$ cat src/tss_pkg.sv
`timescale 1ns / 1ps
`default_nettype none
// ----------------------------------------------------------------------------
// tss_pkg
// Shared types and constants of the triangle subdivision core.
// ----------------------------------------------------------------------------
package tss_pkg;

  // default vertex coordinate width, signed Q3.12
  localparam int unsigned DEF_COORD_WIDTH = 16;
  // highest legal subdivision count
  localparam logic [3:0]  MAX_FREQ        = 4'd9;
  // output coordinate width and the Q1.14 value of 1.0
  localparam int unsigned OUT_W           = 16;
  localparam logic [15:0] UNIT_ONE        = 16'd16384;
  // iteration counts of the square root and divide units
  localparam int unsigned SQRT_STEPS      = 32;
  localparam int unsigned DIV_STEPS       = 16;
  localparam int unsigned STEP_W          = 5;
  // output packing
  localparam int unsigned OUT_DATA_W      = 56;
  localparam int unsigned OUT_USER_W      = 2;

  // datapath operations
  typedef enum logic [3:0] {
    OP_NONE,
    OP_LATCH,
    OP_TERM,
    OP_ABS,
    OP_RANGE,
    OP_SQ,
    OP_NORM,
    OP_SQRT_INIT,
    OP_SQRT,
    OP_DIV_INIT,
    OP_DIV,
    OP_EMIT
  } op_e;

  // controller states
  typedef enum logic [3:0] {
    ST_IDLE,
    ST_TERM,
    ST_ABS,
    ST_RANGE,
    ST_SQ,
    ST_NORM,
    ST_SQRT_INIT,
    ST_SQRT,
    ST_DIV_INIT,
    ST_DIV,
    ST_EMIT
  } state_e;

  // command from controller to datapath
  typedef struct packed {
    op_e        op;
    logic [1:0] idx;
    logic [3:0] row;
    logic [3:0] col;
    logic [3:0] freq;
  } cmd_t;

  // status from datapath to controller
  typedef struct packed {
    logic over;
    logic sum_zero;
    logic x_low;
    logic out_free;
  } status_t;

endpackage
`default_nettype wire

$ cat src/triangle_subdivide_to_sphere_core.sv
`timescale 1ns / 1ps
`default_nettype none
// ----------------------------------------------------------------------------
// triangle_subdivide_to_sphere_core
// Subdivides a triangle into a grid and projects each point onto the sphere.
// ----------------------------------------------------------------------------
// Usage:
//   A triangle request enters on the s_axis channel (nine signed Q3.12
//   coordinates). For frequency v the core emits (v+1)(v+2)/2 points on
//   m_axis, row by row, each a Q1.14 unit vector (all zero if degenerate)
//   with row, column, corner and degenerate flags; tlast marks the final point.
//   The frequency register is to be written by the user through
//   cfg_we_i/cfg_wdata_i only while no triangle is in flight; the core
//   itself does not enforce this. 0 acts as 1, values above 9 as 9.
//   Per point the core forms the grid vector, takes the magnitudes, does
//   the range check and square sum, normalizes, runs the bit-serial square
//   root and the three parallel dividers, and loads the output register; a
//   zero-length point goes from the square sum straight to the output
//   register. A triangle request is taken in the idle state, and a new
//   request is taken once the last point is in the output register.
//   When the receiver stalls, the finished point waits in the output
//   register and the sequencer holds before loading the next point.
//   Reset empties the output register, returns to idle and sets frequency 1.
// ----------------------------------------------------------------------------
module triangle_subdivide_to_sphere_core #(
  parameter int unsigned COORD_WIDTH = tss_pkg::DEF_COORD_WIDTH,
  localparam int unsigned IN_DATA_W  = ((9 * COORD_WIDTH + 7) / 8) * 8
) (
  input  wire logic                          clk_i,
  input  wire logic                          rst_ni,
  // frequency register
  input  wire logic                          cfg_we_i,
  input  wire logic [3:0]                    cfg_wdata_i,
  // a_x, a_y, a_z, b_x, b_y, b_z, c_x, c_y, c_z from the lowest bit up
  input  wire logic [IN_DATA_W-1:0]          s_axis_tdata,
  input  wire logic                          s_axis_tvalid,
  output logic                               s_axis_tready,
  // px, py, pz, row, col from the lowest bit up
  output logic [tss_pkg::OUT_DATA_W-1:0]     m_axis_tdata,
  // is_corner, degenerate from the lowest bit up
  output logic [tss_pkg::OUT_USER_W-1:0]     m_axis_tuser,
  output logic                               m_axis_tlast,
  output logic                               m_axis_tvalid,
  input  wire logic                          m_axis_tready
);

  tss_pkg::cmd_t    cmd;
  tss_pkg::status_t status;

  // sequencer
  tss_ctrl u_ctrl (
    .clk_i       (clk_i),
    .rst_ni      (rst_ni),
    .cfg_we_i    (cfg_we_i),
    .cfg_wdata_i (cfg_wdata_i),
    .in_valid_i  (s_axis_tvalid),
    .in_ready_o  (s_axis_tready),
    .status_i    (status),
    .cmd_o       (cmd)
  );

  // arithmetic
  tss_dp #(
    .COORD_WIDTH (COORD_WIDTH)
  ) u_dp (
    .clk_i       (clk_i),
    .rst_ni      (rst_ni),
    .cmd_i       (cmd),
    .status_o    (status),
    .in_data_i   (s_axis_tdata[9*COORD_WIDTH-1:0]),
    .out_data_o  (m_axis_tdata),
    .out_user_o  (m_axis_tuser),
    .out_last_o  (m_axis_tlast),
    .out_valid_o (m_axis_tvalid),
    .out_ready_i (m_axis_tready)
  );

endmodule
`default_nettype wire

$ cat src/tss_ctrl.sv
`timescale 1ns / 1ps
`default_nettype none
// ----------------------------------------------------------------------------
// tss_ctrl
// Sequencer: frequency register, grid row/column walk and per-point steps.
// ----------------------------------------------------------------------------
module tss_ctrl (
  input  wire logic            clk_i,
  input  wire logic            rst_ni,
  input  wire logic            cfg_we_i,
  input  wire logic [3:0]      cfg_wdata_i,
  input  wire logic            in_valid_i,
  output logic                 in_ready_o,
  input  wire tss_pkg::status_t status_i,
  output tss_pkg::cmd_t        cmd_o
);

  tss_pkg::state_e state_q, state_d;
  logic [3:0] freq_q;
  logic [3:0] row_q, row_d;
  logic [3:0] col_q, col_d;
  logic [tss_pkg::STEP_W-1:0] step_q, step_d;
  logic [3:0] v;
  logic       at_last;

  // effective frequency, clamped to the legal range
  always_comb begin
    if (freq_q == 4'd0) begin
      v = 4'd1;
    end else if (freq_q > tss_pkg::MAX_FREQ) begin
      v = tss_pkg::MAX_FREQ;
    end else begin
      v = freq_q;
    end
  end

  assign at_last = (row_q == v) && (col_q == v);

  // registers
  always_ff @(posedge clk_i or negedge rst_ni) begin
    if (!rst_ni) begin
      state_q <= tss_pkg::ST_IDLE;
      freq_q  <= 4'd1;
      row_q   <= '0;
      col_q   <= '0;
      step_q  <= '0;
    end else begin
      state_q <= state_d;
      row_q   <= row_d;
      col_q   <= col_d;
      step_q  <= step_d;
      if (cfg_we_i) begin
        freq_q <= cfg_wdata_i;
      end
    end
  end

  // next state and commands
  always_comb begin
    state_d    = state_q;
    row_d      = row_q;
    col_d      = col_q;
    step_d     = step_q;
    in_ready_o = 1'b0;
    cmd_o.op   = tss_pkg::OP_NONE;
    cmd_o.idx  = step_q[1:0];
    cmd_o.row  = row_q;
    cmd_o.col  = col_q;
    cmd_o.freq = v;
    case (state_q)
      tss_pkg::ST_IDLE: begin
        in_ready_o = 1'b1;
        if (in_valid_i) begin
          cmd_o.op = tss_pkg::OP_LATCH;
          row_d    = '0;
          col_d    = '0;
          step_d   = '0;
          state_d  = tss_pkg::ST_TERM;
        end
      end
      tss_pkg::ST_TERM: begin
        cmd_o.op = tss_pkg::OP_TERM;
        if (step_q == tss_pkg::STEP_W'(2)) begin
          step_d  = '0;
          state_d = tss_pkg::ST_ABS;
        end else begin
          step_d = step_q + 1'b1;
        end
      end
      tss_pkg::ST_ABS: begin
        cmd_o.op = tss_pkg::OP_ABS;
        state_d  = tss_pkg::ST_RANGE;
      end
      tss_pkg::ST_RANGE: begin
        if (status_i.over) begin
          cmd_o.op = tss_pkg::OP_RANGE;
        end else begin
          step_d  = '0;
          state_d = tss_pkg::ST_SQ;
        end
      end
      tss_pkg::ST_SQ: begin
        cmd_o.op = tss_pkg::OP_SQ;
        if (step_q == tss_pkg::STEP_W'(3)) begin
          step_d  = '0;
          state_d = tss_pkg::ST_NORM;
        end else begin
          step_d = step_q + 1'b1;
        end
      end
      tss_pkg::ST_NORM: begin
        if (status_i.sum_zero) begin
          state_d = tss_pkg::ST_EMIT;
        end else if (status_i.x_low) begin
          cmd_o.op = tss_pkg::OP_NORM;
        end else begin
          state_d = tss_pkg::ST_SQRT_INIT;
        end
      end
      tss_pkg::ST_SQRT_INIT: begin
        cmd_o.op = tss_pkg::OP_SQRT_INIT;
        step_d   = '0;
        state_d  = tss_pkg::ST_SQRT;
      end
      tss_pkg::ST_SQRT: begin
        cmd_o.op = tss_pkg::OP_SQRT;
        if (step_q == tss_pkg::STEP_W'(tss_pkg::SQRT_STEPS - 1)) begin
          step_d  = '0;
          state_d = tss_pkg::ST_DIV_INIT;
        end else begin
          step_d = step_q + 1'b1;
        end
      end
      tss_pkg::ST_DIV_INIT: begin
        cmd_o.op = tss_pkg::OP_DIV_INIT;
        step_d   = '0;
        state_d  = tss_pkg::ST_DIV;
      end
      tss_pkg::ST_DIV: begin
        cmd_o.op = tss_pkg::OP_DIV;
        if (step_q == tss_pkg::STEP_W'(tss_pkg::DIV_STEPS - 1)) begin
          step_d  = '0;
          state_d = tss_pkg::ST_EMIT;
        end else begin
          step_d = step_q + 1'b1;
        end
      end
      tss_pkg::ST_EMIT: begin
        if (status_i.out_free) begin
          cmd_o.op = tss_pkg::OP_EMIT;
          step_d   = '0;
          if (at_last) begin
            row_d   = '0;
            col_d   = '0;
            state_d = tss_pkg::ST_IDLE;
          end else begin
            if (col_q == row_q) begin
              row_d = row_q + 1'b1;
              col_d = '0;
            end else begin
              col_d = col_q + 1'b1;
            end
            state_d = tss_pkg::ST_TERM;
          end
        end
      end
      default: begin
        state_d = tss_pkg::ST_IDLE;
      end
    endcase
  end

endmodule
`default_nettype wire

$ cat src/tss_dp.sv
`timescale 1ns / 1ps
`default_nettype none
// ----------------------------------------------------------------------------
// tss_dp
// Datapath: vertex latch, grid point, square sum, square root, divide, output.
// ----------------------------------------------------------------------------
module tss_dp #(
  parameter int unsigned COORD_WIDTH = tss_pkg::DEF_COORD_WIDTH
) (
  input  wire logic                              clk_i,
  input  wire logic                              rst_ni,
  input  wire tss_pkg::cmd_t                     cmd_i,
  output tss_pkg::status_t                       status_o,
  input  wire logic [9*COORD_WIDTH-1:0]          in_data_i,
  output logic [tss_pkg::OUT_DATA_W-1:0]         out_data_o,
  output logic [tss_pkg::OUT_USER_W-1:0]         out_user_o,
  output logic                                   out_last_o,
  output logic                                   out_valid_o,
  input  wire logic                              out_ready_i
);

  localparam int unsigned NW  = COORD_WIDTH + 4;
  localparam int unsigned MW  = COORD_WIDTH + 3;
  localparam int unsigned MMW = (MW > 31) ? MW : 31;
  localparam int unsigned PW  = COORD_WIDTH + 5;

  logic signed [COORD_WIDTH-1:0] vtx_q [9];
  logic signed [NW-1:0]          n_q [3];
  logic [MMW-1:0]                m_q [3];
  logic                          neg_q [3];
  logic [30:0]                   m31 [3];
  logic [61:0]                   prod_q;
  logic [63:0]                   sum_q;
  logic [63:0]                   x_q;
  logic [4:0]                    s_q;
  logic [63:0]                   rem_q;
  logic [63:0]                   res_q;
  logic [63:0]                   bit_q;
  logic [47:0]                   drem_q [3];
  logic [47:0]                   ds_q;
  logic [15:0]                   quo_q [3];
  logic                          out_valid_q;
  logic [tss_pkg::OUT_DATA_W-1:0] out_data_q;
  logic [tss_pkg::OUT_USER_W-1:0] out_user_q;
  logic                          out_last_q;

  logic [3:0]                    weight;
  logic signed [COORD_WIDTH-1:0] sel [3];
  logic signed [PW-1:0]          term [3];
  logic [NW-1:0]                 mag [3];
  logic [30:0]                   sq_sel;
  logic [61:0]                   sq;
  logic [63:0]                   acc;
  logic [63:0]                   root_try;
  logic [63:0]                   num [3];
  logic [15:0]                   qc [3];
  logic [15:0]                   pc [3];
  logic                          degen;
  logic                          corner;
  logic                          last;
  logic                          over;

  // term weight and vertex choice
  always_comb begin
    case (cmd_i.idx)
      2'd0:    weight = cmd_i.freq - cmd_i.row;
      2'd1:    weight = cmd_i.row - cmd_i.col;
      default: weight = cmd_i.col;
    endcase
    for (int c = 0; c < 3; c++) begin
      case (cmd_i.idx)
        2'd0:    sel[c] = vtx_q[c];
        2'd1:    sel[c] = vtx_q[3+c];
        default: sel[c] = vtx_q[6+c];
      endcase
      term[c] = $signed({1'b0, weight}) * sel[c];
      mag[c]  = n_q[c][NW-1] ? NW'(-n_q[c]) : NW'(n_q[c]);
      m31[c]  = m_q[c][30:0];
    end
  end

  // range check of the magnitudes
  always_comb begin
    over = 1'b0;
    for (int c = 0; c < 3; c++) begin
      over = over | ((m_q[c] >> 31) != '0);
    end
  end

  // square and accumulate
  always_comb begin
    case (cmd_i.idx)
      2'd0:    sq_sel = m31[0];
      2'd1:    sq_sel = m31[1];
      default: sq_sel = m31[2];
    endcase
    sq       = 62'(sq_sel) * 62'(sq_sel);
    acc      = ((cmd_i.idx == 2'd1) ? 64'd0 : sum_q) + 64'(prod_q);
    root_try = res_q + bit_q;
  end

  // divide set-up, rounding and sign
  always_comb begin
    for (int c = 0; c < 3; c++) begin
      num[c] = ((64'(m31[c]) << s_q) << 15) + 64'(res_q[31:0]);
      qc[c]  = (quo_q[c] > tss_pkg::UNIT_ONE) ? tss_pkg::UNIT_ONE : quo_q[c];
      pc[c]  = neg_q[c] ? (16'd0 - qc[c]) : qc[c];
    end
    degen  = (x_q == 64'd0);
    last   = (cmd_i.row == cmd_i.freq) && (cmd_i.col == cmd_i.freq);
    corner = (cmd_i.row == 4'd0) ||
             ((cmd_i.row == cmd_i.freq) && ((cmd_i.col == 4'd0) || last));
  end

  // working registers
  always_ff @(posedge clk_i) begin
    case (cmd_i.op)
      tss_pkg::OP_LATCH: begin
        for (int i = 0; i < 9; i++) begin
          vtx_q[i] <= $signed(in_data_i[i*COORD_WIDTH +: COORD_WIDTH]);
        end
      end
      tss_pkg::OP_TERM: begin
        for (int c = 0; c < 3; c++) begin
          if (cmd_i.idx == 2'd0) begin
            n_q[c] <= $signed(term[c][NW-1:0]);
          end else begin
            n_q[c] <= n_q[c] + $signed(term[c][NW-1:0]);
          end
        end
      end
      tss_pkg::OP_ABS: begin
        for (int c = 0; c < 3; c++) begin
          neg_q[c] <= n_q[c][NW-1];
          m_q[c]   <= MMW'(mag[c][MW-1:0]);
        end
      end
      tss_pkg::OP_RANGE: begin
        for (int c = 0; c < 3; c++) begin
          m_q[c] <= m_q[c] >> 1;
        end
      end
      tss_pkg::OP_SQ: begin
        prod_q <= sq;
        if (cmd_i.idx != 2'd0) begin
          sum_q <= acc;
        end
        if (cmd_i.idx == 2'd3) begin
          x_q <= acc;
          s_q <= '0;
        end
      end
      tss_pkg::OP_NORM: begin
        x_q <= x_q << 2;
        s_q <= s_q + 1'b1;
      end
      tss_pkg::OP_SQRT_INIT: begin
        rem_q <= x_q;
        res_q <= '0;
        bit_q <= 64'd1 << 62;
      end
      tss_pkg::OP_SQRT: begin
        if (rem_q >= root_try) begin
          rem_q <= rem_q - root_try;
          res_q <= (res_q >> 1) + bit_q;
        end else begin
          res_q <= res_q >> 1;
        end
        bit_q <= bit_q >> 2;
      end
      tss_pkg::OP_DIV_INIT: begin
        for (int c = 0; c < 3; c++) begin
          drem_q[c] <= num[c][47:0];
          quo_q[c]  <= '0;
        end
        ds_q <= 48'(res_q[31:0]) << 16;
      end
      tss_pkg::OP_DIV: begin
        for (int c = 0; c < 3; c++) begin
          if (drem_q[c] >= ds_q) begin
            drem_q[c] <= drem_q[c] - ds_q;
            quo_q[c]  <= {quo_q[c][14:0], 1'b1};
          end else begin
            quo_q[c]  <= {quo_q[c][14:0], 1'b0};
          end
        end
        ds_q <= ds_q >> 1;
      end
      default: begin
      end
    endcase
  end

  // output payload
  always_ff @(posedge clk_i) begin
    if (cmd_i.op == tss_pkg::OP_EMIT) begin
      if (degen) begin
        out_data_q <= {cmd_i.col, cmd_i.row, 48'd0};
      end else begin
        out_data_q <= {cmd_i.col, cmd_i.row, pc[2], pc[1], pc[0]};
      end
      out_user_q <= {degen, corner};
      out_last_q <= last;
    end
  end

  // output valid
  always_ff @(posedge clk_i or negedge rst_ni) begin
    if (!rst_ni) begin
      out_valid_q <= 1'b0;
    end else if (cmd_i.op == tss_pkg::OP_EMIT) begin
      out_valid_q <= 1'b1;
    end else if (out_ready_i) begin
      out_valid_q <= 1'b0;
    end
  end

  assign out_valid_o = out_valid_q;
  assign out_data_o  = out_data_q;
  assign out_user_o  = out_user_q;
  assign out_last_o  = out_last_q;

  // status to the controller
  assign status_o.over     = over;
  assign status_o.sum_zero = degen;
  assign status_o.x_low    = (x_q[63:60] == 4'd0);
  assign status_o.out_free = !out_valid_q || out_ready_i;

endmodule
`default_nettype wire
$ cat config.mk
export PLATFORM = sky130hd
export DESIGN_NAME = triangle_subdivide_to_sphere_core
export DESIGN_NICKNAME = d
export VERILOG_FILES = /design/src/tss_pkg.sv /design/src/triangle_subdivide_to_sphere_core.sv /design/src/tss_ctrl.sv /design/src/tss_dp.sv
export SDC_FILE = /design/constraint.sdc
export NUM_CORES = 2
export LEC_CHECK = 0
export BUFFER_PORTS_ARGS = -buffer_cell sky130_fd_sc_hd__buf_4
export CAP_MARGIN = 0
export CORE_AREA = 2 2 532 534
export CTS_BUF_LIST = sky130_fd_sc_hd__clkbuf_2
export DETAILED_ROUTE_END_ITERATION = 6
export DIE_AREA = 0 0 534 536
export PLACE_DENSITY = 0.45
export SLEW_MARGIN = 10
export SYNTH_ARGS = -nofsm -noshare
export SYNTH_HDL_FRONTEND = slang
export SYNTH_SLANG_ARGS = --single-unit
$ cat constraint.sdc
create_clock -name clk_i -period 9.3 [get_ports clk_i]
set_input_delay 1.86 -clock clk_i [delete_from_list [all_inputs] [get_ports clk_i]]
set_output_delay 1.86 -clock clk_i [all_outputs]
set_load 0.1 [all_outputs]
==> results.ini <==
[min_path]
hold_path.class = flop to flop

[clock_network]
numClockSinks = 917
clkTransAtPathRegs_ps = 100
cts_buffers = 284
ctsRootBufferMaster = clkbuf_2
clk_latency_ps = 1610
cts_max_path_buffers = 4
ctsHtreeMaxLevel = 5
cts_tree = yes
post_cts_resize_count = 0

[floorplanning]
ios = 214
initial_utilization = 0.298
fp-row-count = 195
die_w_um = 534
die_h_um = 536
die-area_um2 = 286000
standard_cell_core_area_um2 = 281000

[synthesis]
post_synth_instance_area_um2 = 83700
synthTopCellsByCount = edfxtp_1, nor2_1, nand2_1
yosys.area.top_type = edfxtp_1
yosysTopAreaCellShare = 0.321
library_cells_used_by_synthesis = 105
yosysWarnings = 0
netlist_top_cells_area = edfxtp_1, ha_1, fa_1
synth_area_per_cell_um2 = 9.36
ys_ff_latch = 917
async_flop_share = 0.0240
synth_edf_count = 894
yosysSeqAreaShare = 0.328
most_numerous_cell_in_the_yosys_netlist = edfxtp_1
syn-num-nets = 10200
synthCells = 8941
synth_ff_type = edfxtp_1

[timing]
setup_viols_final = 0
grt_setup_unrepaired = no
setup-tns-final_ps = 0
finalCritPeriodShare = 0.918
worst_pin_slew_ps = 1140
report.final.hold_viol_count = 0
fin_worst_skew_ps = 291
worst_slew_margin_rel = 0.240
achievable-frequency_ghz = 0.117
timing.final.max_slew_violations = 0
min_period_ps = 8530

[detailed_routing]
detail-route-antenna-nets = 0
detail_route.wl_per_cell_um = 20.6
wire_length_after_detailed_routing_um = 270000
drt_pre_antenna_iters = 5
drt_iter0_drc = 4571
vias_per_cell = 5.15
remaining_drc_errors = 0
detailroute.via_count = 67600

[finish]
num-nets-final = 10500
instances_no_fill = 13100
fin_area_um2 = 92200
drive_gt1_frac = 0.109
final_core_utilization = 0.328
area_growth_synth_to_finish_pct = 10.1
num-fill-cells = 29200

[setup_path]
critical_path.n_buffers_inverters = 6
startpoint_type = flop
critPathRequiredTime_ps = 10480
worstPathMaxFanout = 12
worstPathArrival_ps = 9710
cp_top_family = compound AO/OA/AOI/OAI gates
crit_type = flop to flop
critical-path-slowest-cell = a221oi_4
crit_path_end_kind = flop
max_stage_delay_ps = 680
register_to_register_path_setup_slack_ps = 770

[global_routing]
use_met1 = 0.242
globalRouteMet3Util = 0.0255
antenna_found_initial = 10
grt_overflow = 0
via_count_of_the_first_global_routing_pass = 67600
grt_pass1_wl_um = 413000
pin_count_of_the_biggest_net_entering_global_routing = 89
grt.busiest_layer = met2
grt_use_total = 0.184
grtUsageMet2 = 0.310

[place]
postPlaceCellArea_um2 = 89800
post-dp-hpwl_um = 211000
place_congestion = 0.920
quantity_of_i_o_buffers_inserted_on_ports = 213
placed_instances = 12700

[outcome]
outcome = finished, final reports clean

[job]
max-cap-violations = 0

-- worst paths after layout --
path	startpoint	to	cells after the start
max reg2reg	u_ctrl.freq_q[3]$_DFFE_PN0P_	u_dp.n_q[0][19]$_DFFE_PP_	32
max in group asynchronous	rst_ni	u_ctrl.step_q[0]$_DFFE_PN0P_	2
min reg2reg	u_dp.x_q[11]$_DFFE_PP_	u_dp.x_q[13]$_DFFE_PP_	2
max	u_ctrl.freq_q[3]$_DFFE_PN0P_	u_dp.n_q[0][19]$_DFFE_PP_	32
min	u_dp.x_q[11]$_DFFE_PP_	u_dp.x_q[13]$_DFFE_PP_	2
min in group asynchronous	rst_ni	u_dp.out_valid_o$_DFFE_PN0P_	2
-- per-layer routing --
metal,part of all wire,routed length [µm]
met1,0.45,122000
met2,0.47,127000
met3,0.047,12700
met4,0.034,9240
met5,0.00015,41
-- per-stage QoR --
stage / hold slack, ps / setup WS [ps]
finish: 518 / 767
global route: 378 / 165
CTS: 293 / 599
detailed placement: 541 / 337
global placement: 524 / 477
floorplan: 423 / -160
-- sequential cells by signal, indices dropped and copies added, names as in the netlist, 5 cells and up --
register,flops
u_dp.drem_q,144
u_ctrl.step_q,5
u_dp.rem_q,64
u_dp.out_data_o,56
u_dp.ds_q,48
u_dp.prod_q,39
u_dp.n_q,60
u_dp.x_q,64
u_dp.m_q,57
u_dp.res_q,64
u_dp.bit_q,32
u_dp.quo_q,48
u_dp.sum_q,64
u_dp.vtx_q,144
u_dp.s_q,5
-- logic make-up (layout without fill, tap and decap cells) --
| family | count (synthesis) | after routing | synth area share |
|---|---|---|---|
| compound gates | 2294 | 2294 | 0.174 |
| xor+xnor | 653 | 653 | 0.0683 |
| fa+ha+maj | 1106 | 1106 | 0.197 |
| buf+inv | 1109 | 1544 | 0.0512 |
| flops | 917 | 917 | 0.328 |
| mux | 186 | 186 | 0.0310 |
| other cells | 0 | 4 | 0 |
| simple gates | 2676 | 2677 | 0.150 |
-- worst register-to-register path, delay by kind of cell (launching register included) --
kind / cells / cell delay, ps
buffers and inverters: 6 / 730
flip-flops: 1 / 490
adder cells (fa/ha/maj): 7 / 2730
XOR/XNOR: 3 / 520
AO/OA/AOI/OAI: 11 / 2950
AND/OR/NAND/NOR: 4 / 610
multiplexers: 1 / 210
-- cells in the final DEF, fill, tap and decap left out, drive strengths merged, types with 257 or more instances in the layout --
cell    synthesis  final
inv           750    760
o21ai         551    551
buf            61    321
a21oi         665    665
xnor2         382    382
nor2          816    817
a21o          257    257
edfxtp        894    894
nand2         807    807
clkbuf        291    388
fa            356    356
ha            750    750
xor2          271    271
-- area by class of cell --
class | instances | area, µm² | share of cell area
Antenna cell | 4 | 10.0 | 0.000109
Clock buffer | 388 | 1940 | 0.0211
Clock inverter | 77 | 399 | 0.00433
Inverter | 757 | 2850 | 0.0309
Multi-Input combinational cell | 6916 | 52500 | 0.569
Sequential cell | 917 | 27400 | 0.297
Tap cell | 3743 | 4680 | 0.0508
Timing Repair Buffer | 322 | 2420 | 0.0262
-- timing repair --
action | CTS | global route
setup buffers | 0 | 0
hold buffers | 1 | 0
setup endpoints to repair | 0 | 1
endpoints found under the hold margin | 4 | 0
Power is not shown: default switching activity piles up to over one toggle a cycle in this logic, so the estimate is an artifact.
